[config.mk]
export PLATFORM = sky130hd
export DESIGN_NAME = fuzzy_pd_motor_velocity_unit
export DESIGN_NICKNAME = d
export VERILOG_FILES = /design/src/design/fpdmv_pkg.sv /design/src/design/fpdmv_div.sv /design/src/design/fpdmv_lane.sv /design/src/design/fuzzy_pd_motor_velocity_unit.sv
export VERILOG_INCLUDE_DIRS = /design/src /design/src/design
export SDC_FILE = /design/constraint.sdc
export NUM_CORES = 2
export LEC_CHECK = 0
export BUFFER_PORTS_ARGS = -buffer_cell sky130_fd_sc_hd__buf_2
export CAP_MARGIN = 20
export CELL_PAD_IN_SITES_DETAIL_PLACEMENT = 0
export CELL_PAD_IN_SITES_GLOBAL_PLACEMENT = 1
export CORE_MARGIN = 2
export CORE_UTILIZATION = 35
export CTS_BUF_LIST = sky130_fd_sc_hd__clkbuf_16
export CTS_CLUSTER_DIAMETER = 120
export DETAILED_ROUTE_END_ITERATION = 7
export GPL_ROUTABILITY_DRIVEN = 0
export PLACE_DENSITY = 0.66
export SYNTH_ARGS = -nofsm -noshare
export SYNTH_HDL_FRONTEND = slang
export SYNTH_HIERARCHICAL = 1
export SYNTH_SLANG_ARGS = --single-unit
[constraint.sdc]
create_clock -name i_clk -period 10.67 [get_ports i_clk]
set_input_delay 0.5335 -clock i_clk [delete_from_list [all_inputs] [get_ports i_clk]]
set_output_delay 0.5335 -clock i_clk [all_outputs]
set_load 0.05 [all_outputs]
[src/design/fuzzy_pd_motor_velocity_unit_defines.svh]
// Assertion macros shared by the fuzzy PD motor velocity unit.
`ifndef FUZZY_PD_MOTOR_VELOCITY_UNIT_DEFINES_SVH
`define FUZZY_PD_MOTOR_VELOCITY_UNIT_DEFINES_SVH

`ifndef NO_ASSERTIONS
// Clocked by i_clk and held off while i_rst_n is low.
`define FPDMV_ASSERT(label, prop, msg) \
    label: assert property (@(posedge i_clk) disable iff (!i_rst_n) (prop)) else $error(msg);
// Clocked by i_clk and checked during reset as well.
`define FPDMV_ASSERT_ALWAYS(label, prop, msg) \
    label: assert property (@(posedge i_clk) (prop)) else $error(msg);
`else
`define FPDMV_ASSERT(label, prop, msg)
`define FPDMV_ASSERT_ALWAYS(label, prop, msg)
`endif

`endif

[src/design/fpdmv_pkg.sv]
// Shared constants, types and register indexes of the fuzzy PD motor velocity unit.
`default_nettype none
package fpdmv_pkg;

    localparam int FIELD_W   = 16;
    localparam int GAIN_W    = 8;
    localparam int DUTY_W    = 8;
    localparam int NUM_GAINS = 6;
    localparam int CFG_IDX_W = $clog2(NUM_GAINS);
    localparam int MEMB_W    = 4;
    localparam int DEN_W     = 5;
    localparam int NUM_W     = 13;
    localparam int MAG_W     = FIELD_W + 1;
    localparam int PROD_W    = MAG_W + NUM_W;
    localparam int DIV_W     = 28;
    localparam int QUO_W     = DIV_W + 1;
    localparam int CNT_W     = $clog2(DIV_W);
    localparam int SUM_W     = 31;
    localparam int VEL_W     = 9;

    // Membership classes.
    localparam int M_NEG  = 0;
    localparam int M_ZERO = 1;
    localparam int M_POS  = 2;

    localparam logic [MEMB_W-1:0]         MEMB_FULL = MEMB_W'(10);
    localparam logic signed [FIELD_W-1:0] IN_FULL   = FIELD_W'(10);
    localparam logic signed [SUM_W-1:0]   VEL_HI    = SUM_W'(255);
    localparam logic signed [SUM_W-1:0]   VEL_LO    = SUM_W'(-255);

    // Configuration register indexes.
    localparam logic [CFG_IDX_W-1:0] REG_KP_SMALL  = CFG_IDX_W'(0);
    localparam logic [CFG_IDX_W-1:0] REG_KP_MEDIUM = CFG_IDX_W'(1);
    localparam logic [CFG_IDX_W-1:0] REG_KP_LARGE  = CFG_IDX_W'(2);
    localparam logic [CFG_IDX_W-1:0] REG_KD_SMALL  = CFG_IDX_W'(3);
    localparam logic [CFG_IDX_W-1:0] REG_KD_MEDIUM = CFG_IDX_W'(4);
    localparam logic [CFG_IDX_W-1:0] REG_KD_LARGE  = CFG_IDX_W'(5);

    typedef logic [2:0][MEMB_W-1:0] t_memb;

    typedef struct packed {
        logic [GAIN_W-1:0] kp_lo;
        logic [GAIN_W-1:0] kp_mid;
        logic [GAIN_W-1:0] kp_hi;
        logic [GAIN_W-1:0] kd_lo;
        logic [GAIN_W-1:0] kd_mid;
        logic [GAIN_W-1:0] kd_hi;
    } t_gain_set;

    typedef struct packed {
        logic start;
        logic ack;
    } t_lane_ctrl;

    typedef struct packed {
        logic                    done;
        logic signed [VEL_W-1:0] vel_next;
    } t_lane_stat;

    typedef enum logic [2:0] {
        L_IDLE,
        L_WGT,
        L_NUM,
        L_MUL,
        L_START,
        L_DIV,
        L_DONE
    } t_lane_state;

endpackage
`default_nettype wire

[src/design/fpdmv_div.sv]
// Serial restoring divider, one quotient bit per cycle, truncating toward zero.
`default_nettype none
module fpdmv_div (
    input  wire logic                                   i_clk,
    input  wire logic                                   i_rst_n,
    input  wire logic                                   i_start,
    input  wire logic [fpdmv_pkg::DIV_W-1:0]            i_dividend,
    input  wire logic                                   i_neg,
    input  wire logic [fpdmv_pkg::DEN_W-1:0]            i_divisor,
    output logic                                        o_done,
    output logic signed [fpdmv_pkg::QUO_W-1:0]          o_quot
);

    logic                          r_run;
    logic                          r_done;
    logic [fpdmv_pkg::CNT_W-1:0]   r_cnt;
    logic [fpdmv_pkg::DIV_W-1:0]   r_quo;
    logic [fpdmv_pkg::DEN_W-1:0]   r_rem;
    logic [fpdmv_pkg::DEN_W-1:0]   r_den;
    logic                          r_neg;

    logic [fpdmv_pkg::DEN_W:0]     trial;
    logic                          fits;
    logic [fpdmv_pkg::DEN_W-1:0]   n_rem;
    logic [fpdmv_pkg::QUO_W-1:0]   quo_ext;

    always_comb begin
        trial = {r_rem, r_quo[fpdmv_pkg::DIV_W-1]};
        fits  = trial >= {1'b0, r_den};
        // The remainder stays below the divisor, so the difference fits back in DEN_W bits.
        if (fits) begin
            n_rem = fpdmv_pkg::DEN_W'(trial - {1'b0, r_den});
        end else begin
            n_rem = trial[fpdmv_pkg::DEN_W-1:0];
        end
    end

    always_ff @(posedge i_clk) begin
        if (!i_rst_n) begin
            r_run  <= 1'b0;
            r_done <= 1'b0;
            r_cnt  <= '0;
        end else begin
            r_done <= 1'b0;
            if (i_start) begin
                r_run <= 1'b1;
                r_cnt <= fpdmv_pkg::CNT_W'(fpdmv_pkg::DIV_W - 1);
            end else if (r_run) begin
                r_cnt <= r_cnt - 1'b1;
                if (r_cnt == '0) begin
                    r_run  <= 1'b0;
                    r_done <= 1'b1;
                end
            end
        end
    end

    always_ff @(posedge i_clk) begin
        if (i_start) begin
            r_quo <= i_dividend;
            r_rem <= '0;
            r_den <= i_divisor;
            r_neg <= i_neg;
        end else if (r_run) begin
            r_quo <= {r_quo[fpdmv_pkg::DIV_W-2:0], fits};
            r_rem <= n_rem;
        end
    end

    assign quo_ext = {1'b0, r_quo};
    assign o_quot  = r_neg ? -$signed(quo_ext) : $signed(quo_ext);
    assign o_done  = r_done;

endmodule
`default_nettype wire

[src/design/fpdmv_lane.sv]
// One motor lane: fuzzy gain scheduling, correction by two serial dividers, velocity update.
`default_nettype none
module fpdmv_lane (
    input  wire logic                                  i_clk,
    input  wire logic                                  i_rst_n,
    input  wire fpdmv_pkg::t_lane_ctrl                 i_ctrl,
    input  wire logic signed [fpdmv_pkg::FIELD_W-1:0]  i_error,
    input  wire logic signed [fpdmv_pkg::FIELD_W-1:0]  i_error_rate,
    input  wire fpdmv_pkg::t_gain_set                  i_gains,
    output fpdmv_pkg::t_lane_stat                      o_stat
);

    function automatic fpdmv_pkg::t_memb fuzzify(input logic signed [fpdmv_pkg::FIELD_W-1:0] x);
        fpdmv_pkg::t_memb                   m;
        logic signed [fpdmv_pkg::FIELD_W-1:0] neg;
        m   = '0;
        neg = -x;
        if (x > fpdmv_pkg::IN_FULL) begin
            m[fpdmv_pkg::M_POS] = fpdmv_pkg::MEMB_FULL;
        end else if (x < -fpdmv_pkg::IN_FULL) begin
            m[fpdmv_pkg::M_NEG] = fpdmv_pkg::MEMB_FULL;
        end else if (x > 0) begin
            m[fpdmv_pkg::M_POS]  = x[fpdmv_pkg::MEMB_W-1:0];
            m[fpdmv_pkg::M_ZERO] = fpdmv_pkg::MEMB_FULL - x[fpdmv_pkg::MEMB_W-1:0];
        end else begin
            m[fpdmv_pkg::M_NEG]  = neg[fpdmv_pkg::MEMB_W-1:0];
            m[fpdmv_pkg::M_ZERO] = fpdmv_pkg::MEMB_FULL - neg[fpdmv_pkg::MEMB_W-1:0];
        end
        return m;
    endfunction

    function automatic logic [fpdmv_pkg::MEMB_W-1:0] mn(input logic [fpdmv_pkg::MEMB_W-1:0] a,
                                                       input logic [fpdmv_pkg::MEMB_W-1:0] b);
        return (a < b) ? a : b;
    endfunction

    function automatic logic [fpdmv_pkg::MEMB_W-1:0] mx(input logic [fpdmv_pkg::MEMB_W-1:0] a,
                                                       input logic [fpdmv_pkg::MEMB_W-1:0] b);
        return (a > b) ? a : b;
    endfunction

    fpdmv_pkg::t_lane_state r_state;
    fpdmv_pkg::t_lane_state n_state;

    logic signed [fpdmv_pkg::FIELD_W-1:0] r_e;
    logic signed [fpdmv_pkg::FIELD_W-1:0] r_de;
    logic [fpdmv_pkg::MEMB_W-1:0]  r_ps, r_pm, r_pl, r_ds, r_dm, r_dl;
    logic [fpdmv_pkg::NUM_W-1:0]   r_pnum, r_dnum;
    logic [fpdmv_pkg::DEN_W-1:0]   r_pden, r_dden;
    logic [fpdmv_pkg::DIV_W-1:0]   r_pmag, r_dmag;
    logic                          r_pneg, r_dneg;
    logic signed [fpdmv_pkg::VEL_W-1:0] r_vel;

    fpdmv_pkg::t_memb               me, md;
    logic [2:0][2:0][fpdmv_pkg::MEMB_W-1:0] rl;
    logic [fpdmv_pkg::MEMB_W-1:0]   ps, pm, pl, ds, dm, dl;

    logic signed [fpdmv_pkg::MAG_W-1:0] e_ext, de_ext;
    logic [fpdmv_pkg::MAG_W-1:0]    e_abs, de_abs;
    logic [fpdmv_pkg::PROD_W-1:0]   p_prod, d_prod;

    logic                           div_start;
    logic                           p_done, d_done;
    logic signed [fpdmv_pkg::QUO_W-1:0] p_quot, d_quot;
    logic signed [fpdmv_pkg::SUM_W-1:0] sum;
    logic signed [fpdmv_pkg::VEL_W-1:0] n_vel;

    // Rule matrix: row is the error class, column the error-rate class.
    always_comb begin
        me = fuzzify(r_e);
        md = fuzzify(r_de);
        for (int i = 0; i < 3; i++) begin
            for (int j = 0; j < 3; j++) begin
                rl[i][j] = mn(md[j], me[i]);
            end
        end
        ps = rl[1][1];
        pm = mx(mx(mx(rl[1][0], rl[0][1]), mx(rl[2][1], rl[1][2])), mx(rl[0][0], rl[2][2]));
        pl = mx(rl[0][2], rl[2][0]);
        ds = mx(mx(rl[0][2], rl[2][0]), rl[1][1]);
        dm = mx(mx(rl[0][0], rl[0][1]), mx(rl[2][1], rl[2][2]));
        dl = mx(rl[1][0], rl[1][2]);
    end

    always_comb begin
        e_ext  = {r_e[fpdmv_pkg::FIELD_W-1], r_e};
        de_ext = {r_de[fpdmv_pkg::FIELD_W-1], r_de};
        e_abs  = r_e[fpdmv_pkg::FIELD_W-1] ? fpdmv_pkg::MAG_W'(-e_ext) : fpdmv_pkg::MAG_W'(e_ext);
        de_abs = r_de[fpdmv_pkg::FIELD_W-1] ? fpdmv_pkg::MAG_W'(-de_ext)
                                            : fpdmv_pkg::MAG_W'(de_ext);
        p_prod = fpdmv_pkg::PROD_W'(e_abs) * fpdmv_pkg::PROD_W'(r_pnum);
        d_prod = fpdmv_pkg::PROD_W'(de_abs) * fpdmv_pkg::PROD_W'(r_dnum);
    end

    always_comb begin
        sum = fpdmv_pkg::SUM_W'(r_vel) + fpdmv_pkg::SUM_W'(p_quot) + fpdmv_pkg::SUM_W'(d_quot);
        priority if (sum > fpdmv_pkg::VEL_HI) begin
            n_vel = fpdmv_pkg::VEL_W'(fpdmv_pkg::VEL_HI);
        end else if (sum < fpdmv_pkg::VEL_LO) begin
            n_vel = fpdmv_pkg::VEL_W'(fpdmv_pkg::VEL_LO);
        end else begin
            n_vel = fpdmv_pkg::VEL_W'(sum);
        end
    end

    always_ff @(posedge i_clk) begin
        if (!i_rst_n) begin
            r_state <= fpdmv_pkg::L_IDLE;
            r_vel   <= '0;
        end else begin
            r_state <= n_state;
            if (r_state == fpdmv_pkg::L_DONE && i_ctrl.ack) begin
                r_vel <= n_vel;
            end
        end
    end

    always_comb begin
        n_state   = r_state;
        div_start = 1'b0;
        unique case (r_state)
            fpdmv_pkg::L_IDLE: begin
                if (i_ctrl.start) n_state = fpdmv_pkg::L_WGT;
            end
            fpdmv_pkg::L_WGT:  n_state = fpdmv_pkg::L_NUM;
            fpdmv_pkg::L_NUM:  n_state = fpdmv_pkg::L_MUL;
            fpdmv_pkg::L_MUL:  n_state = fpdmv_pkg::L_START;
            fpdmv_pkg::L_START: begin
                div_start = 1'b1;
                n_state   = fpdmv_pkg::L_DIV;
            end
            fpdmv_pkg::L_DIV: begin
                if (p_done && d_done) n_state = fpdmv_pkg::L_DONE;
            end
            fpdmv_pkg::L_DONE: begin
                if (i_ctrl.ack) n_state = fpdmv_pkg::L_IDLE;
            end
            default: n_state = fpdmv_pkg::L_IDLE;
        endcase
    end

    always_ff @(posedge i_clk) begin
        unique case (r_state)
            fpdmv_pkg::L_IDLE: begin
                if (i_ctrl.start) begin
                    r_e  <= i_error;
                    r_de <= i_error_rate;
                end
            end
            fpdmv_pkg::L_WGT: begin
                r_ps <= ps;
                r_pm <= pm;
                r_pl <= pl;
                r_ds <= ds;
                r_dm <= dm;
                r_dl <= dl;
            end
            fpdmv_pkg::L_NUM: begin
                r_pnum <= fpdmv_pkg::NUM_W'(r_ps) * fpdmv_pkg::NUM_W'(i_gains.kp_lo)
                        + fpdmv_pkg::NUM_W'(r_pm) * fpdmv_pkg::NUM_W'(i_gains.kp_mid)
                        + fpdmv_pkg::NUM_W'(r_pl) * fpdmv_pkg::NUM_W'(i_gains.kp_hi);
                r_dnum <= fpdmv_pkg::NUM_W'(r_ds) * fpdmv_pkg::NUM_W'(i_gains.kd_lo)
                        + fpdmv_pkg::NUM_W'(r_dm) * fpdmv_pkg::NUM_W'(i_gains.kd_mid)
                        + fpdmv_pkg::NUM_W'(r_dl) * fpdmv_pkg::NUM_W'(i_gains.kd_hi);
                r_pden <= fpdmv_pkg::DEN_W'(r_ps) + fpdmv_pkg::DEN_W'(r_pm)
                        + fpdmv_pkg::DEN_W'(r_pl);
                r_dden <= fpdmv_pkg::DEN_W'(r_ds) + fpdmv_pkg::DEN_W'(r_dm)
                        + fpdmv_pkg::DEN_W'(r_dl);
            end
            fpdmv_pkg::L_MUL: begin
                // The magnitude is bounded by 32768 * 7650, which fits in DIV_W bits.
                r_pmag <= p_prod[fpdmv_pkg::DIV_W-1:0];
                r_dmag <= d_prod[fpdmv_pkg::DIV_W-1:0];
                r_pneg <= r_e[fpdmv_pkg::FIELD_W-1];
                r_dneg <= r_de[fpdmv_pkg::FIELD_W-1];
            end
            default: begin
            end
        endcase
    end

    fpdmv_div u_div_p (
        .i_clk      (i_clk),
        .i_rst_n    (i_rst_n),
        .i_start    (div_start),
        .i_dividend (r_pmag),
        .i_neg      (r_pneg),
        .i_divisor  (r_pden),
        .o_done     (p_done),
        .o_quot     (p_quot)
    );

    fpdmv_div u_div_d (
        .i_clk      (i_clk),
        .i_rst_n    (i_rst_n),
        .i_start    (div_start),
        .i_dividend (r_dmag),
        .i_neg      (r_dneg),
        .i_divisor  (r_dden),
        .o_done     (d_done),
        .o_quot     (d_quot)
    );

    assign o_stat.done     = (r_state == fpdmv_pkg::L_DONE);
    assign o_stat.vel_next = n_vel;

`include "fuzzy_pd_motor_velocity_unit_defines.svh"

    `FPDMV_ASSERT(a_div_pair_done, p_done == d_done, "lane dividers finished apart")
    `FPDMV_ASSERT(a_done_in_div, p_done |-> (r_state == fpdmv_pkg::L_DIV), "done outside wait")
    `FPDMV_ASSERT(a_vel_range, (r_vel <= 9'sd255) && (r_vel >= -9'sd255), "velocity out of range")

endmodule
`default_nettype wire

[src/design/fuzzy_pd_motor_velocity_unit.sv]
// Top level of the two-lane fuzzy self-tuning PD motor velocity unit.
// Each input transaction carries an error and an error rate for motors A and B; both lanes
// schedule their gains from six configured values, update their velocity and the merged
// result leaves as a reverse/forward duty pair per motor. One transaction is in flight at a time;
// each lane computes its correction with two 28-step serial dividers, and the next transaction
// is accepted once the result enters the output register, which waits while the output side
// still holds an earlier result.
`default_nettype none
module fuzzy_pd_motor_velocity_unit (
    input  wire logic                                   i_clk,
    input  wire logic                                   i_rst_n,
    input  wire logic                                   i_cfg_we,
    input  wire logic [fpdmv_pkg::CFG_IDX_W-1:0]        i_cfg_idx,
    input  wire logic [fpdmv_pkg::GAIN_W-1:0]           i_cfg_data,
    input  wire logic                                   i_in_valid,
    output logic                                        o_in_ready,
    input  wire logic signed [fpdmv_pkg::FIELD_W-1:0]   i_error_a,
    input  wire logic signed [fpdmv_pkg::FIELD_W-1:0]   i_error_rate_a,
    input  wire logic signed [fpdmv_pkg::FIELD_W-1:0]   i_error_b,
    input  wire logic signed [fpdmv_pkg::FIELD_W-1:0]   i_error_rate_b,
    output logic                                        o_out_valid,
    input  wire logic                                   i_out_ready,
    output logic [fpdmv_pkg::DUTY_W-1:0]                o_reverse_duty_a,
    output logic [fpdmv_pkg::DUTY_W-1:0]                o_forward_duty_a,
    output logic [fpdmv_pkg::DUTY_W-1:0]                o_forward_duty_b,
    output logic [fpdmv_pkg::DUTY_W-1:0]                o_reverse_duty_b
);

    logic [fpdmv_pkg::GAIN_W-1:0] r_gain [fpdmv_pkg::NUM_GAINS];
    logic                         r_busy;
    logic                         r_out_valid;
    logic [fpdmv_pkg::DUTY_W-1:0] r_rev_a, r_fwd_a, r_fwd_b, r_rev_b;

    fpdmv_pkg::t_gain_set  gains;
    fpdmv_pkg::t_lane_ctrl ctrl;
    fpdmv_pkg::t_lane_stat stat_a, stat_b;
    logic                  in_acc;
    logic                  ack;
    logic signed [fpdmv_pkg::VEL_W-1:0] neg_a, neg_b;

    always_ff @(posedge i_clk) begin
        if (!i_rst_n) begin
            for (int i = 0; i < fpdmv_pkg::NUM_GAINS; i++) begin
                r_gain[i] <= '0;
            end
        end else if (i_cfg_we) begin
            unique case (i_cfg_idx)
                fpdmv_pkg::REG_KP_SMALL:  r_gain[fpdmv_pkg::REG_KP_SMALL]  <= i_cfg_data;
                fpdmv_pkg::REG_KP_MEDIUM: r_gain[fpdmv_pkg::REG_KP_MEDIUM] <= i_cfg_data;
                fpdmv_pkg::REG_KP_LARGE:  r_gain[fpdmv_pkg::REG_KP_LARGE]  <= i_cfg_data;
                fpdmv_pkg::REG_KD_SMALL:  r_gain[fpdmv_pkg::REG_KD_SMALL]  <= i_cfg_data;
                fpdmv_pkg::REG_KD_MEDIUM: r_gain[fpdmv_pkg::REG_KD_MEDIUM] <= i_cfg_data;
                fpdmv_pkg::REG_KD_LARGE:  r_gain[fpdmv_pkg::REG_KD_LARGE]  <= i_cfg_data;
                default: begin
                end
            endcase
        end
    end

    always_comb begin
        gains.kp_lo  = r_gain[fpdmv_pkg::REG_KP_SMALL];
        gains.kp_mid = r_gain[fpdmv_pkg::REG_KP_MEDIUM];
        gains.kp_hi  = r_gain[fpdmv_pkg::REG_KP_LARGE];
        gains.kd_lo  = r_gain[fpdmv_pkg::REG_KD_SMALL];
        gains.kd_mid = r_gain[fpdmv_pkg::REG_KD_MEDIUM];
        gains.kd_hi  = r_gain[fpdmv_pkg::REG_KD_LARGE];
    end

    assign o_in_ready = !r_busy;
    assign in_acc     = i_in_valid && !r_busy;
    // The lanes finish together; the merge waits for a free output register.
    assign ack        = stat_a.done && stat_b.done && (!r_out_valid || i_out_ready);
    assign ctrl.start = in_acc;
    assign ctrl.ack   = ack;

    fpdmv_lane u_lane_a (
        .i_clk        (i_clk),
        .i_rst_n      (i_rst_n),
        .i_ctrl       (ctrl),
        .i_error      (i_error_a),
        .i_error_rate (i_error_rate_a),
        .i_gains      (gains),
        .o_stat       (stat_a)
    );

    fpdmv_lane u_lane_b (
        .i_clk        (i_clk),
        .i_rst_n      (i_rst_n),
        .i_ctrl       (ctrl),
        .i_error      (i_error_b),
        .i_error_rate (i_error_rate_b),
        .i_gains      (gains),
        .o_stat       (stat_b)
    );

    assign neg_a = -stat_a.vel_next;
    assign neg_b = -stat_b.vel_next;

    always_ff @(posedge i_clk) begin
        if (!i_rst_n) begin
            r_busy      <= 1'b0;
            r_out_valid <= 1'b0;
        end else begin
            if (in_acc) begin
                r_busy <= 1'b1;
            end else if (ack) begin
                r_busy <= 1'b0;
            end
            if (ack) begin
                r_out_valid <= 1'b1;
            end else if (i_out_ready) begin
                r_out_valid <= 1'b0;
            end
        end
    end

    always_ff @(posedge i_clk) begin
        if (ack) begin
            if (stat_a.vel_next[fpdmv_pkg::VEL_W-1]) begin
                r_rev_a <= neg_a[fpdmv_pkg::DUTY_W-1:0];
                r_fwd_a <= '0;
            end else begin
                r_rev_a <= '0;
                r_fwd_a <= stat_a.vel_next[fpdmv_pkg::DUTY_W-1:0];
            end
            if (stat_b.vel_next[fpdmv_pkg::VEL_W-1]) begin
                r_rev_b <= neg_b[fpdmv_pkg::DUTY_W-1:0];
                r_fwd_b <= '0;
            end else begin
                r_rev_b <= '0;
                r_fwd_b <= stat_b.vel_next[fpdmv_pkg::DUTY_W-1:0];
            end
        end
    end

    assign o_out_valid      = r_out_valid;
    assign o_reverse_duty_a = r_rev_a;
    assign o_forward_duty_a = r_fwd_a;
    assign o_forward_duty_b = r_fwd_b;
    assign o_reverse_duty_b = r_rev_b;

`include "fuzzy_pd_motor_velocity_unit_defines.svh"

    `FPDMV_ASSERT(a_lanes_lockstep, stat_a.done == stat_b.done, "lanes out of step")
    `FPDMV_ASSERT(a_ack_when_busy, ack |-> r_busy, "result merged with no transaction in flight")
    `FPDMV_ASSERT(a_accept_blocks, in_acc |=> !o_in_ready, "input taken while lanes were busy")
    `FPDMV_ASSERT(a_dir_a, o_out_valid |-> (r_rev_a == '0 || r_fwd_a == '0), "motor A both ways")
    `FPDMV_ASSERT(a_dir_b, o_out_valid |-> (r_rev_b == '0 || r_fwd_b == '0), "motor B both ways")

endmodule
`default_nettype wire
# Yosys cells after proc, flatten, opt, wreduce, memory -nomap -nowiden
# Memories as Yosys holds them, arrays and structs flattened.
# Cells that the tools add are included.
# totals
ram_bits	48
reg_bits	542
rom_bits	0
wordCells	427
input_bits	80
latchBits	0
memories	1
# op_classes
div_mod_pow	0
eq_ne	23
shift	0
muxes	159
add_sub_neg	50
multipliers	16
n_reduce_logical	33
n_lt_le_gt_ge	60
bitwise	11
# mem_list
name	words	width	rd	rd_ports_with_merged_regs	write_ports	line	source
r_gain	6	8	6	0	6	fuzzy_pd_motor_velocity_unit.sv:29	logic [fpdmv_pkg::GAIN_W-1:0] r_gain [fpdmv_pkg::NUM_GAINS];
# ops
op	count
$mux W4	60
$mux W28	8
$mul A4 B8 Y12	12
$mux W29	4
$neg A28 Y29	4
$mul A17 B13 Y28	4
$mux W8	14
$gt A4 B4 Y1	22
$lt A4 B4 Y1	18
$mux W17	4
$neg A16 Y17	4
$gt A16 B1 Y1 const B	4
$gt A16 B5 Y1 const B	4
$lt A16 B5 Y1 const B	4
$add A30 B29 Y31	2
$gt A31 B9 Y1 const B	2
$lt A31 B9 Y1 const B	2
$add A9 B29 Y30	2
$mux W5	12
$add A12 B12 Y13	4
$add A13 B12 Y13	4
$mux W1	47
$pmux W3 S7	2
$mux W9	4
other kinds (26)	105

# Depth between registers and ports, before layout
# depth
word_depth	13
ltp_mapped	44

# Hierarchy
# The synthesis kept the hierarchy.
# by_module_without_submodules
mod	seq_area_each_um2	cells_per_inst	n_inst	area_per_inst_um2
fpdmv_lane (u_lane_a)	4744.6	3185	1	30488.0
fpdmv_lane (u_lane_b)	4744.6	3166	1	30397.9
fpdmv_div	1261.2	252	4	2785.2
fuzzy_pd_motor_velocity_unit	2442.3	228	1	3331.9

# Worst setup path after synthesis
# No wires, ideal clock.
# synth_timing
kind	register to register
start	reg u_lane_b/r_de[6] in the netlist's numbering
end	reg u_lane_b/r_pm[1] in the netlist's numbering (data pin)
path_buffers	1
t_required_ns	10.411
setup_time_ns	0.259
slack_ns	2.974
t_arrival_ns	7.437
stages_incl_launch_ff	38
cell_sequence	edfxtp_1 > or4_4 > nor4_1 > a31oi_1 > mux2_2 > a21oi_1 > xor2_1 > nor2_1 > ha_1 > inv_1 > a211oi_1 > and4_1 > or2_2 > nor2_1 > a21oi_1 > inv_1 > ha_1 > a21oi_1 > [... 2 more ...] > a211o_1 > mux2_2 > ha_1 > nor2b_1 > o21ai_0 > nand2b_1 > a21oi_1 > a41o_1 > buf_4 > mux2i_1 > ha_1 > nor2b_1 > o21ai_0 > nand2b_1 > a21oi_1 > a41o_1 > nor3_2 > a211o_1
# synth_between
elab_chain_cells	12
# synth_rtl
item	line	source
start, declared	fpdmv_lane.sv:46	logic signed [fpdmv_pkg::FIELD_W-1:0] r_de;
start signal, assigned	fpdmv_lane.sv:147	r_de <= i_error_rate;
$gt A16 B1 Y1	fpdmv_lane.sv:22	end else if (x > 0) begin
$mux W4	fpdmv_lane.sv:22	
$mux W4 or $mux W8 (tied branches)	fpdmv_lane.sv:20	end else if (x < -fpdmv_pkg::IN_FULL) begin
$mux W8 or $mux W4 (tied branches)	fpdmv_lane.sv:18	if (x > fpdmv_pkg::IN_FULL) begin
$lt A4 B4 Y1	fpdmv_lane.sv:34	return (a < b) ? a : b;
$mux W4	fpdmv_lane.sv:34	
$gt A4 B4 Y1	fpdmv_lane.sv:39	return (a > b) ? a : b;
$mux W4	fpdmv_lane.sv:39	
$gt A4 B4 Y1	fpdmv_lane.sv:39	
$mux W4	fpdmv_lane.sv:39	
$gt A4 B4 Y1	fpdmv_lane.sv:39	
$mux W4 *	fpdmv_lane.sv:39	
net u_lane_b.pm, one bit	fpdmv_lane.sv:56	logic [fpdmv_pkg::MEMB_W-1:0] ps, pm, pl, ds, dm, dl;
end signal, assigned	fpdmv_lane.sv:152	r_pm <= pm;
end, declared	fpdmv_lane.sv:47	logic [fpdmv_pkg::MEMB_W-1:0] r_ps, r_pm, r_pl, r_ds, r_dm, r_dl;
# The timed path passes the listed nets; every way through them passes the cells marked *.
# A chain may end at the register's enable or synchronous reset.

# Worst setup path in the final report
# Ends and elaborated chain as after synthesis.

==> results.toml <==
[outcome]
outcome = "completed"

[timing]
relSlewSlack_pct = 22.0
post-route-min-period_ns = 9.12
report.final.slew_viol_count = 0
rsz0062_at_grt = "no"
setup_tns_ns = 0
skew_ns = 0.0352
finalHoldViolations = 0
worst_pin_slew_ns = 1.16
finalCritPeriodShare_pct = 85.5
finalSetupViolCount = 0
fmax_mhz = 110
timing.hold.ws_ns = 0.0607
worst_slack_ns = 1.55

[critical_path]
slowest_stage = "nor4_1"
crit_top_cell = "a21oi_1"
critPathArrivalTime_ns = 9.59
criticalPathCategory = "flop to flop"
end_kind = "flop"
cpPeakStageDelay_ns = 0.62
worst_ep_required_time_ns = 11.13
startpoint_type = "flop"
r2r_cells = 37
crit_fanout = 10

[layout]
nets = 9491
final_layout_size_suffix_gt1_share_pct = 7.73
area_growth_pct = 9.59
postLayoutCoreUtil_pct = 38.5

[floorplan]
row_count = 170
dieArea_sq_um = 219000
fp.dieH_um = 468
die_width_um = 468
coreArea_sq_um = 214000
design.portCount = 114
start_util_pct = 35.1

[detailed_routing]
ant_nets = 0
wl_per_cell_um = 18.2
vias = 53100
avgViaCountPerCell = 4.99
wl_met1_um = 94700
dr.pass1.iters = 6
drt_wl_total_um = 194000
drtIter0Drc = 3171
route.detailed.drc = 0
highest_layer = "met4"
routed-wl-met3_um = 7950
wl_met2_um = 87900

[global_route]
overflow = 0
grt_pass1_vias = 55700
grt_max_degree = 62
grt_pass1_wl_um = 313000
antenna_found_initial = 7
grt_usage_pct = 18.0

[cts]
cts_tree = "built"
postCtsSetupBuffers = 0
cts_max_level = 3
cts.reportedPaths.clkPinSlew_ns = 0.06
clk_latency_ns = 0.71
numCtsBuffers = 76
cts_sinks = 590
holdBufCountCts = 46
cts-resized-gates = 0
cts.path.max_buffers = 3
root_buffer = "clkbuf_16"

[logic_synthesis]
syn_inst = 7587
synth-async-reset-ratio_pct = 0
avgSynthCellArea_sq_um = 9.93
synth_warnings = 6
yosysUniqueCellTypes = 117
synth_edf_count = 516
synth_area_sq_um = 75400
synth-seq-area-share_pct = 22.5
ys_ff_latch = 590
synthFlopType = "edfxtp_1"

[run]
cap_violations = 0

[place]
place_ws_ns = 1.71
dp_hpwl_um = 156000
io_buffers = 113

[hold_path]
hold-path-cell-count = 1
min_path_type = "primary input to flop"
## through the flow
| stage | std cells | area, sq um |
|---|---|---|
| floorplan | 7627 | 75500 |
| global placement | 10400 | 79500 |
| detailed placement | 10400 | 79500 |
| CTS | 10600 | 82500 |
| global route | 10600 | 82600 |
| finish | 10600 | 82600 |
## state kept, by name (all words and copies together), names as in the netlist, 8 cells and up
name / cells
u_lane_b/r_e: 16
u_lane_b/r_pmag: 28
r_gain: 48
u_lane_a/r_dmag: 28
u_lane_a/r_pmag: 28
u_lane_a/r_de: 16
u_lane_a/r_dnum: 13
u_lane_a/r_vel: 9
u_lane_b/r_de: 16
o_forward_duty_a: 8
u_lane_b/r_pnum: 13
o_reverse_duty_b: 8
u_lane_a/u_div_p/r_quo: 28
u_lane_a/u_div_d/r_quo: 28
u_lane_b/r_dnum: 13
u_lane_b/r_vel: 9
u_lane_a/r_e: 16
u_lane_a/r_pnum: 13
u_lane_b/u_div_d/r_quo: 28
o_reverse_duty_a: 8
u_lane_b/u_div_p/r_quo: 28
u_lane_b/r_dmag: 28
o_forward_duty_b: 8
## kinds of logic (layout without fill, tap and decap cells)
kind of cell,after synthesis,count (layout),share of synthesized area [%]
other,4,49,0.0199
AO/OA/AOI/OAI,975,975,8.82
flip-flops,590,590,22.5
buffers and inverters,1446,1611,7.31
adder cells (fa/ha/maj),1685,1685,38.3
XOR/XNOR,398,398,4.63
multiplexers,219,219,3.18
AND/OR/NAND/NOR,2270,2270,15.3
## routing by layer
metal | global-route usage (%) | up-vias
met2 | 28.8 | 980
met5 | 0 | -
li1 | - | 25100
met3 | 1.96 | 188
met4 | 3.45 | 0
met1 | 26.4 | 26800
## cell usage in the layout (no fill, tap or decap), types with 74 or more instances in the layout
master and instances:
a21oi_1 269, o21ai_0 205, mux2_2 126, nor2_1 233
inv_1 1226, buf_2 117, a21o_1 74, ha_1 650
mux2i_1 84, edfxtp_1 516, clkbuf_16 77, nand2_1 929
xnor2_1 312, buf_4 87, nor3_1 79, and2_1 567
fa_1 1032
## critical path: cells and delay by family (launching register included)
family | cells | cell delay (ns)
AO/OA/AOI/OAI | 15 | 3.34
XOR/XNOR | 1 | 0.09
adder cells (fa/ha/maj) | 4 | 1.16
buffers and inverters | 2 | 0.16
flip-flops | 1 | 0.45
multiplexers | 3 | 0.97
AND/OR/NAND/NOR | 12 | 2.70
## path summary, 6_finish.rpt
| check | startpoint | endpoint | slack [ns] |
|---|---|---|---|
| setup reg to reg | u_lane_b/r_de[6] | u_lane_b/r_pm[1] | 1.55 |
| hold reg to reg | u_lane_a/r_pneg | u_lane_a/u_div_p/r_neg | 0.42 |
| setup / recovery | u_lane_b/r_de[6] | u_lane_b/r_pm[1] | 1.55 |
| hold / removal | i_error_rate_b[7] | u_lane_b/r_de[7] | 0.06 |
## synthesized netlist by cell type, types with 16 or more instances
cell type / n / share of area (%)
and3_1: 27 / 0.22
mux2_2: 126 / 1.9
a31oi_1: 30 / 0.25
nand4_1: 40 / 0.33
o31ai_1: 55 / 0.55
a311oi_1: 19 / 0.22
o41ai_2: 26 / 0.56
edfxtp_1: 516 / 21
nor3_1: 79 / 0.52
xnor2_1: 325 / 3.8
and2_1: 567 / 4.7
o21a_1: 49 / 0.49
mux2i_1: 84 / 1.1
o41ai_1: 19 / 0.22
dfxtp_1: 74 / 2.0
or4_1: 26 / 0.26
nor4_1: 23 / 0.19
nand2_1: 929 / 4.6
a21oi_1: 269 / 1.8
clkbuf_1: 199 / 0.99
xor2_1: 73 / 0.85
fa_1: 1032 / 27
nor2_1: 235 / 1.2
o21bai_1: 44 / 0.44
o22ai_1: 16 / 0.13
nand2b_1: 53 / 0.44
inv_1: 1214 / 6.0
nand3_1: 52 / 0.35
nand3b_1: 18 / 0.18
or3_1: 45 / 0.37
nor2b_1: 60 / 0.50
or2_2: 21 / 0.17
a211oi_1: 21 / 0.21
ha_1: 650 / 11
a21o_1: 74 / 0.74
o21ai_0: 205 / 1.4
nor3b_1: 18 / 0.18
## layout make-up
class | count | area (sq um)
clock inverter | 64 | 553
antenna | 5 | 12.5
multi-input combinational | 5591 | 53200
inverter | 1216 | 4560
tap | 2838 | 3550
sequential | 590 | 17000
timing repair buffer | 254 | 1790
fill | 21300 | 132000
clock buffer | 77 | 1930
Power is not shown: default switching activity piles up to over one toggle a cycle in this logic, so the estimate is an artifact.
